**config.mk**
```make
export PLATFORM = sky130hd
export DESIGN_NAME = key_value_table_unit
export DESIGN_NICKNAME = d
export VERILOG_FILES = /design/src/design/kvt_pkg.sv /design/src/design/kvt_cell.sv /design/src/design/key_value_table_unit.sv
export VERILOG_INCLUDE_DIRS = /design/src /design/src/design
export SDC_FILE = /design/constraint.sdc
export NUM_CORES = 2
export LEC_CHECK = 0
export BUFFER_PORTS_ARGS = -buffer_cell sky130_fd_sc_hd__buf_2
export CORE_UTILIZATION = 45
export CTS_BUF_LIST = sky130_fd_sc_hd__clkbuf_8
export DETAILED_ROUTE_END_ITERATION = 8
export HOLD_SLACK_MARGIN = 0.05
export SLEW_MARGIN = 25
export SYNTH_ARGS = -nofsm -noshare
export SYNTH_HDL_FRONTEND = slang
export SYNTH_SLANG_ARGS = --single-unit
```
**constraint.sdc**
```tcl
create_clock -name clk_i -period 9.6 [get_ports clk_i]
set_input_delay 0.48 -clock clk_i [delete_from_list [all_inputs] [get_ports clk_i]]
set_output_delay 0.48 -clock clk_i [all_outputs]
set_load 0.02 [all_outputs]
```
**src/design/assert_macros.svh**
```systemverilog
// ----------------------------------------------------------------------------
// assert_macros.svh
// Concurrent assertion shorthands, clocked on clk_i and disabled in reset
// ----------------------------------------------------------------------------
`ifndef ASSERT_MACROS_SVH
`define ASSERT_MACROS_SVH

// property must hold at every rising edge outside reset
`define ASSERT_CLK(label, prop) \
  label: assert property (@(posedge clk_i) disable iff (!rst_ni) (prop)) \
    else $error("assertion failed");

// condition must never be seen outside reset
`define ASSERT_NEVER(label, cond) \
  label: assert property (@(posedge clk_i) disable iff (!rst_ni) !(cond)) \
    else $error("forbidden condition seen");

`endif

```
**src/design/kvt_pkg.sv**
```systemverilog
// ----------------------------------------------------------------------------
// kvt_pkg
// Shared constants, command codes and broadcast bus type of the key/value table
// ----------------------------------------------------------------------------
`timescale 1ns / 1ps

package kvt_pkg;

  localparam int DEPTH       = 16;
  localparam int KEY_WIDTH   = 32;
  localparam int VALUE_WIDTH = 32;
  localparam int CNT_W       = $clog2(DEPTH + 1);
  localparam int CAP_W       = 5;
  localparam int POS_W       = 4;
  localparam int CMD_W       = 3;

  typedef enum logic [CMD_W-1:0] {
    CMD_INSERT = 3'd0,
    CMD_UPDATE = 3'd1,
    CMD_UPSERT = 3'd2,
    CMD_ERASE  = 3'd3,
    CMD_LOOKUP = 3'd4,
    CMD_READ   = 3'd5
  } cmd_e;

  // command broadcast from the controller to every cell
  typedef struct packed {
    logic [KEY_WIDTH-1:0]   key;
    logic [VALUE_WIDTH-1:0] value;
    logic [CNT_W-1:0]       count;
    logic [CNT_W-1:0]       pos;
    logic                   ins_en;
    logic                   upd_en;
    logic                   erase_en;
    logic                   lookup_en;
    logic                   read_en;
  } bcast_t;

endpackage

```
**src/design/kvt_cell.sv**
```systemverilog
// ----------------------------------------------------------------------------
// kvt_cell
// One table slot: holds a key/value pair, compares it against the broadcast
// key, passes the found flag and the selected data along the chain
// ----------------------------------------------------------------------------
`timescale 1ns / 1ps

module kvt_cell (
  input  logic                            clk_i,
  input  logic [kvt_pkg::CNT_W-1:0]       idx_i,
  input  kvt_pkg::bcast_t                 bc_i,
  input  logic                            found_i,
  output logic                            found_o,
  input  logic [kvt_pkg::KEY_WIDTH-1:0]   nxt_key_i,
  input  logic [kvt_pkg::VALUE_WIDTH-1:0] nxt_val_i,
  output logic [kvt_pkg::KEY_WIDTH-1:0]   key_o,
  output logic [kvt_pkg::VALUE_WIDTH-1:0] val_o,
  input  logic [kvt_pkg::KEY_WIDTH-1:0]   acc_key_i,
  input  logic [kvt_pkg::VALUE_WIDTH-1:0] acc_val_i,
  output logic [kvt_pkg::KEY_WIDTH-1:0]   acc_key_o,
  output logic [kvt_pkg::VALUE_WIDTH-1:0] acc_val_o
);

  logic [kvt_pkg::KEY_WIDTH-1:0]   key_q, key_d;
  logic [kvt_pkg::VALUE_WIDTH-1:0] val_q, val_d;
  logic                            live;
  logic                            match;
  logic                            hit;
  logic                            rd_sel;

  assign live    = idx_i < bc_i.count;
  assign match   = live && (key_q == bc_i.key);
  assign hit     = match && !found_i;
  assign found_o = found_i || match;
  assign rd_sel  = bc_i.read_en && live && (idx_i == bc_i.pos);

  assign key_o = key_q;
  assign val_o = val_q;

  assign acc_key_o = acc_key_i | (rd_sel ? key_q : '0);
  assign acc_val_o = acc_val_i | ((rd_sel || (bc_i.lookup_en && hit)) ? val_q : '0);

  always_comb begin
    key_d = key_q;
    val_d = val_q;
    // erase: this slot and every later one pull from the upper neighbor
    if (bc_i.erase_en && (found_i || match)) begin
      key_d = nxt_key_i;
      val_d = nxt_val_i;
    end else if (bc_i.ins_en && (idx_i == bc_i.count)) begin
      key_d = bc_i.key;
      val_d = bc_i.value;
    end else if (bc_i.upd_en && hit) begin
      val_d = bc_i.value;
    end
  end

  always_ff @(posedge clk_i) begin
    key_q <= key_d;
    val_q <= val_d;
  end

endmodule

```
**src/design/key_value_table_unit.sv**
```systemverilog
// ----------------------------------------------------------------------------
// key_value_table_unit
// Linear-search key/value table built as a chain of compare-and-shift cells
// ----------------------------------------------------------------------------
// Each command is accepted and its beat latched; the next cycle the whole
// cell chain searches, writes or shifts and the result is loaded into the
// output register. No new command is taken while one executes, nor while an
// untaken result waits on the output side; the result register frees the input side
// as soon as its beat is taken. Entries stay compacted in insertion order,
// erase shifts the later cells down one place in that same cycle, and insert
// fails once the count reaches the capacity register (saturated at the depth).
`timescale 1ns / 1ps

`include "assert_macros.svh"

module key_value_table_unit (
  input  logic                            clk_i,
  input  logic                            rst_ni,
  input  logic                            cfg_we_i,
  input  logic [kvt_pkg::CAP_W-1:0]       cfg_wdata_i,
  input  logic                            in_valid_i,
  output logic                            in_ready_o,
  input  logic [kvt_pkg::CMD_W-1:0]       cmd_i,
  input  logic [kvt_pkg::KEY_WIDTH-1:0]   key_i,
  input  logic [kvt_pkg::VALUE_WIDTH-1:0] value_i,
  input  logic [kvt_pkg::POS_W-1:0]       position_i,
  output logic                            out_valid_o,
  input  logic                            out_ready_i,
  output logic                            ok_o,
  output logic [kvt_pkg::KEY_WIDTH-1:0]   key_out_o,
  output logic [kvt_pkg::VALUE_WIDTH-1:0] value_out_o,
  output logic [kvt_pkg::CNT_W-1:0]       count_o
);

  typedef enum logic {
    ST_IDLE,
    ST_EXEC
  } state_e;

  state_e                          state_q;
  logic [kvt_pkg::CAP_W-1:0]       capacity_q;
  logic [kvt_pkg::CNT_W-1:0]       count_q, count_d;
  logic [kvt_pkg::CMD_W-1:0]       cmd_q;
  logic [kvt_pkg::KEY_WIDTH-1:0]   key_q;
  logic [kvt_pkg::VALUE_WIDTH-1:0] value_q;
  logic [kvt_pkg::POS_W-1:0]       pos_q;

  logic                            out_valid_q;
  logic                            ok_q, ok_d;
  logic [kvt_pkg::KEY_WIDTH-1:0]   key_out_q;
  logic [kvt_pkg::VALUE_WIDTH-1:0] value_out_q;
  logic [kvt_pkg::CNT_W-1:0]       count_out_q;

  logic [kvt_pkg::CNT_W-1:0]       limit;
  logic                            has_room;
  logic                            any_hit;
  logic                            exec;
  logic                            in_fire;
  kvt_pkg::bcast_t                 bc;

  logic                            found_c [kvt_pkg::DEPTH+1];
  logic [kvt_pkg::KEY_WIDTH-1:0]   acc_key_c [kvt_pkg::DEPTH+1];
  logic [kvt_pkg::VALUE_WIDTH-1:0] acc_val_c [kvt_pkg::DEPTH+1];
  logic [kvt_pkg::KEY_WIDTH-1:0]   cell_key [kvt_pkg::DEPTH];
  logic [kvt_pkg::VALUE_WIDTH-1:0] cell_val [kvt_pkg::DEPTH];

  assign exec       = (state_q == ST_EXEC);
  assign in_ready_o = (state_q == ST_IDLE) && (!out_valid_q || out_ready_i);
  assign in_fire    = in_valid_i && in_ready_o;

  assign limit = (capacity_q > kvt_pkg::CAP_W'(kvt_pkg::DEPTH)) ?
                 kvt_pkg::CNT_W'(kvt_pkg::DEPTH) : kvt_pkg::CNT_W'(capacity_q);
  assign has_room = count_q < limit;
  assign any_hit  = found_c[kvt_pkg::DEPTH];

  // broadcast; write enables only fire in the execute cycle
  always_comb begin
    bc           = '0;
    bc.key       = key_q;
    bc.value     = value_q;
    bc.count     = count_q;
    bc.pos       = kvt_pkg::CNT_W'(pos_q);
    bc.lookup_en = (cmd_q == kvt_pkg::CMD_LOOKUP);
    bc.read_en   = (cmd_q == kvt_pkg::CMD_READ);
    bc.upd_en    = exec && ((cmd_q == kvt_pkg::CMD_UPDATE) || (cmd_q == kvt_pkg::CMD_UPSERT));
    bc.erase_en  = exec && (cmd_q == kvt_pkg::CMD_ERASE) && any_hit;
    bc.ins_en    = exec && ((cmd_q == kvt_pkg::CMD_INSERT) || (cmd_q == kvt_pkg::CMD_UPSERT))
                   && !any_hit && has_room;
  end

  assign found_c[0]   = 1'b0;
  assign acc_key_c[0] = '0;
  assign acc_val_c[0] = '0;

  for (genvar i = 0; i < kvt_pkg::DEPTH; i++) begin : g_cell
    logic [kvt_pkg::KEY_WIDTH-1:0]   nxt_key;
    logic [kvt_pkg::VALUE_WIDTH-1:0] nxt_val;

    // top cell pulls its own contents; it falls out of the count anyway
    if (i == kvt_pkg::DEPTH - 1) begin : g_top
      assign nxt_key = cell_key[i];
      assign nxt_val = cell_val[i];
    end else begin : g_mid
      assign nxt_key = cell_key[i+1];
      assign nxt_val = cell_val[i+1];
    end

    kvt_cell u_cell (
      .clk_i     (clk_i),
      .idx_i     (kvt_pkg::CNT_W'(i)),
      .bc_i      (bc),
      .found_i   (found_c[i]),
      .found_o   (found_c[i+1]),
      .nxt_key_i (nxt_key),
      .nxt_val_i (nxt_val),
      .key_o     (cell_key[i]),
      .val_o     (cell_val[i]),
      .acc_key_i (acc_key_c[i]),
      .acc_val_i (acc_val_c[i]),
      .acc_key_o (acc_key_c[i+1]),
      .acc_val_o (acc_val_c[i+1])
    );
  end

  always_comb begin
    case (cmd_q)
      kvt_pkg::CMD_INSERT: ok_d = !any_hit && has_room;
      kvt_pkg::CMD_UPDATE: ok_d = any_hit;
      kvt_pkg::CMD_UPSERT: ok_d = any_hit || has_room;
      kvt_pkg::CMD_ERASE:  ok_d = any_hit;
      kvt_pkg::CMD_LOOKUP: ok_d = any_hit;
      kvt_pkg::CMD_READ:   ok_d = kvt_pkg::CNT_W'(pos_q) < count_q;
      default:             ok_d = 1'b0;
    endcase
  end

  always_comb begin
    count_d = count_q;
    if (bc.ins_en) begin
      count_d = count_q + kvt_pkg::CNT_W'(1);
    end else if (bc.erase_en) begin
      count_d = count_q - kvt_pkg::CNT_W'(1);
    end
  end

  always_ff @(posedge clk_i or negedge rst_ni) begin
    if (!rst_ni) begin
      state_q     <= ST_IDLE;
      out_valid_q <= 1'b0;
      count_q     <= '0;
      capacity_q  <= kvt_pkg::CAP_W'(16);
    end else begin
      if (cfg_we_i) begin
        capacity_q <= cfg_wdata_i;
      end
      if (out_valid_q && out_ready_i) begin
        out_valid_q <= 1'b0;
      end
      case (state_q)
        ST_IDLE: begin
          if (in_fire) begin
            state_q <= ST_EXEC;
          end
        end
        ST_EXEC: begin
          state_q     <= ST_IDLE;
          out_valid_q <= 1'b1;
          count_q     <= count_d;
        end
        default: state_q <= ST_IDLE;
      endcase
    end
  end

  // payload registers
  always_ff @(posedge clk_i) begin
    if (in_fire) begin
      cmd_q   <= cmd_i;
      key_q   <= key_i;
      value_q <= value_i;
      pos_q   <= position_i;
    end
    if (exec) begin
      ok_q        <= ok_d;
      key_out_q   <= acc_key_c[kvt_pkg::DEPTH];
      value_out_q <= acc_val_c[kvt_pkg::DEPTH];
      count_out_q <= count_d;
    end
  end

  assign out_valid_o = out_valid_q;
  assign ok_o        = ok_q;
  assign key_out_o   = key_out_q;
  assign value_out_o = value_out_q;
  assign count_o     = count_out_q;

  `ASSERT_NEVER(a_count_range, count_q > kvt_pkg::CNT_W'(kvt_pkg::DEPTH))
  `ASSERT_CLK(a_count_only_exec, (count_q != $past(count_q)) |-> $past(state_q == ST_EXEC))
  `ASSERT_CLK(a_result_after_exec, $rose(out_valid_q) |-> $past(state_q == ST_EXEC))
  `ASSERT_NEVER(a_exec_needs_free_out, exec && out_valid_q)

endmodule
```
==> flow_metrics.tcl <==
set metrics [dict create \
    irDropWorstVdd_v 0.000160 \
    drt_iter0_drc 11600 \
    wl_per_cell_microns 48.7 \
    netlist_instances 5095 \
    synth-seq-cells 1177 \
    syn2layout_area_growth_pct 12.5 \
    grt_usage 0.479 \
    vias_per_cell 7.41 \
    placedCellCount 6918 \
    synth-main-ff-cell "edfxtp_1" \
    worstMarginPinSlew_ps 1350 \
    yosysSeqAreaShare 0.539 \
    crit_type "register to register" \
    max_freq_mhz 142 \
    multi_input_area_sq_um 28700 \
    power.internal_mw 8.52 \
    report.final.hold_viol_count 0 \
    async_reset_ff_frac 0.0102 \
    finClkSkew_ps 71.5 \
    power_density_nw_per_um2 164 \
    rsz0062_at_grt "false" \
    hp-class "primary input to register" \
    cp_max_fo 35 \
    cp.required_ps 10310 \
    drc 49 \
    path_clk_slew_ps 60 \
    clockRootBuffer "clkbuf_8" \
    antenna_found_initial 38 \
    setup_tns_ps 0 \
    synth_edf_count 1165 \
    grt_max_degree 68 \
    drive_gt1_frac 0.270 \
    nNetsFinal 5403 \
    violations "design-rule violations" \
    fillers 12600 \
    syn_area_per_cell_sq_um 12.8 \
    cts_made_buffers 205 \
    final-seq-area_sq_um 35300 \
    grt_pass1_wl_mm 468 \
    finalNonFillerCells 7388 \
    path_cells "buf_4 > xor2_1 > nor4_1 > nand3_1 > nor3_1 > nor4_2 > nor3b_2 > a31oi_4 > nand2_4 > buf_4 > mux2_2" \
    num_io_pins 153 \
    crit_arrival_ps 7760 \
    vias 54700 \
    synth.yosys.warnings 0 \
    hold_buffers 88 \
    post-dp-hpwl_mm 246 \
    port_buffers 152 \
    final_cell_area_sq_um 73600 \
    place_congestion 1.09 \
    overflow 0 \
    htree_levels 4 \
    rows 139 \
    routed_wl_mm 360 \
    critPathSlowestCell "xor2_1" \
    ant_nets 0 \
    grt_pass1_vias 49400 \
    cp-end-kind "register" \
    leakage_nw 25.1 \
    p_sw_frac 0.297 \
    comb_power_share 0.124 \
    die-area_sq_um 147000 \
    cts.sink_count 1177 \
    postCtsSetupBuffers 0 \
    dr.pass1.iters 9 \
    maxSlewHeadroom 0.100 \
    dieHeight_microns 383 \
    place_area_sq_um 68700 \
    cpPeakStageDelay_ps 870 \
    syn_nets 5188 \
    outcome "complete, but fails checks" \
    startpoint_type "register" \
    dp_slack_ps 3020 \
    ctsResizeCount 0 \
    fin_ws_ps 2550 \
    whs_ps 211 \
    clk_latency_ps 990 \
    cts_max_path_buffers 3 \
    cp_common_cell "buf_4" \
    ys_types 106 \
    die_x_microns 383 \
    syn_area_sq_um 65400 \
    pwr-share-clk 0.384 \
    min_period_ps 7050 \
    fin_crit_sh 0.734 \
    start_util 0.454 \
    maxCapViolCount 0 \
    seqPwrFrac 0.492 \
    utilization 0.511 \
    final_max_slew_viol_count 0 \
    setup_violations 0 \
    cts_tree "done" \
    power.total_mw 12.1 \
    core_area_sq_um 144000 \
    p_switching_mw 3.59 \
]
## flip-flops by register name, summed over array words and instances, names as in the netlist
register and flops:
g_cell.u_cell.key_o 512, g_cell.u_cell.val_o 512, key_out_o 32, key_q 32, value_out_o 32, value_q 32, capacity_q 5, count_o 5
count_q 5, pos_q 4, cmd_q 3, exec 1, ok_o 1, out_valid_o 1
## power by group through the flow
stage | combinational (mW) | sequential (mW) | clock, mW
after floorplan | 0.728 | 5.99 | 0
after global placement | 1.35 | 6.06 | 0
after detailed placement | 1.37 | 6.06 | 0
after CTS | 1.40 | 5.95 | 4.63
after global routing | 1.49 | 5.97 | 4.83
final | 1.50 | 5.96 | 4.65
## worst max-delay path, delay by kind of cell (launching register included)
kind | cells | cell delay, ps
and+or+nand+nor | 6 | 3020
buffers and inverters | 2 | 1180
xor gates and xnor gates | 1 | 870
DFF | 1 | 750
muxes | 1 | 420
AOI/OAI and AO/OA | 1 | 380
## final timing paths
| kind | from | endpoint | slack [ps] | depth (start not counted) |
|---|---|---|---|---|
| min reg2reg | g_cell[3].u_cell.val_o[15]$_DFFE_PP_ | g_cell[2].u_cell.val_o[15]$_DFFE_PP_ | 560 | 1 |
| max reg2reg | key_q[15]$_DFFE_PP_ | g_cell[10].u_cell.key_o[4]$_DFFE_PP_ | 2550 | 11 |
| min | value_i[27] | value_q[27]$_DFFE_PP_ | 210 | 2 |
| max | key_q[15]$_DFFE_PP_ | g_cell[10].u_cell.key_o[4]$_DFFE_PP_ | 2550 | 11 |
| max in group asynchronous | rst_ni | exec$_DFF_PN0_ | 7960 | 4 |
| min in group asynchronous | rst_ni | capacity_q[4]$_DFFE_PN1P_ | 580 | 3 |
## cell type report
type	instances	share of cell area
antenna	7	0.000238
clock buffer	212	0.0396
clock inverter	163	0.0137
inverter	26	0.00133
multi-input combinational	3461	0.389
sequential	1177	0.479
tap	1903	0.0323
timing repair buffer	439	0.0441
## placed cells by master (no fill, tap or decap), drive strengths merged, types with 10 or more instances in the layout
cell type,count
dlygate4sd3,88
mux2,902
nand2,444
or2,10
a211o,20
a22oi,201
o211ai,14
buf,351
a21oi,48
nand4,149
clkinv,78
a211oi,31
a221oi,88
a22o,78
nor2,79
xor2,297
xnor2,226
nand3,168
and2,22
nor4,156
nor2b,12
nor3,56
a221o,32
o21ai,36
a222oi,93
ha,12
nand2b,15
clkbuf,212
inv,97
edfxtp,1165
a21boi,11
and4,18
a21o,16
or4,20
a31oi,16
and3,55
or3,21
a2111oi,13
dfrtp,11
## routing by layer
| layer | part of all wire | track usage | routed length [microns] | vias up |
|---|---|---|---|---|
| met1 | 0.38 | 0.658 | 138000 | 27700 |
| li1 | - | - | - | 20500 |
| met2 | 0.40 | 0.673 | 145000 | 5419 |
| met5 | 0.00057 | 0.000661 | 206 | - |
| met3 | 0.16 | 0.191 | 58300 | 1057 |
| met4 | 0.050 | 0.180 | 18200 | 34 |
## synth_stat cells, drive strengths merged, types with 6 or more instances
cell type	instances	area [sq um]
edfxtp	1165	35000
mux2	902	10200
nand2	444	1670
xor2	297	2630
buf	227	1490
xnor2	226	1980
clkbuf	204	766
a22oi	201	1510
nand3	168	851
nor4	156	1000
nand4	149	947
a222oi	93	931
a221oi	88	771
nor2	79	307
a22o	78	683
nor3	56	307
and3	55	349
a21oi	48	244
o21ai	36	199
a221o	32	320
a211oi	31	238
inv	25	93.8
and2	22	138
or3	21	131
a211o	20	175
or4	20	161
and4	18	158
a21o	16	120
a31oi	16	115
nand2b	15	93.8
o211ai	14	105
a2111oi	13	124
ha	12	150
nor2b	12	75.1
a21boi	11	82.6
dfrtp	11	275
or2	10	62.6
nor4b	9	85.1
nand4b	8	70.1
a2111o	6	67.6
a32o	6	60.1
and4b	6	60.1
nand3b	6	45.0
## logic make-up after synthesis
group,count (synthesis),share of synthesized area
multiplexers,902,0.155
AND/OR/NAND/NOR,1271,0.102
flip-flops,1177,0.539
buffers and inverters,457,0.0360
AO/OA/AOI/OAI,753,0.0945
adder cells (fa/ha/maj),12,0.00229
XOR/XNOR,523,0.0705
No activity file was read; power rests on OpenSTA's default activity.
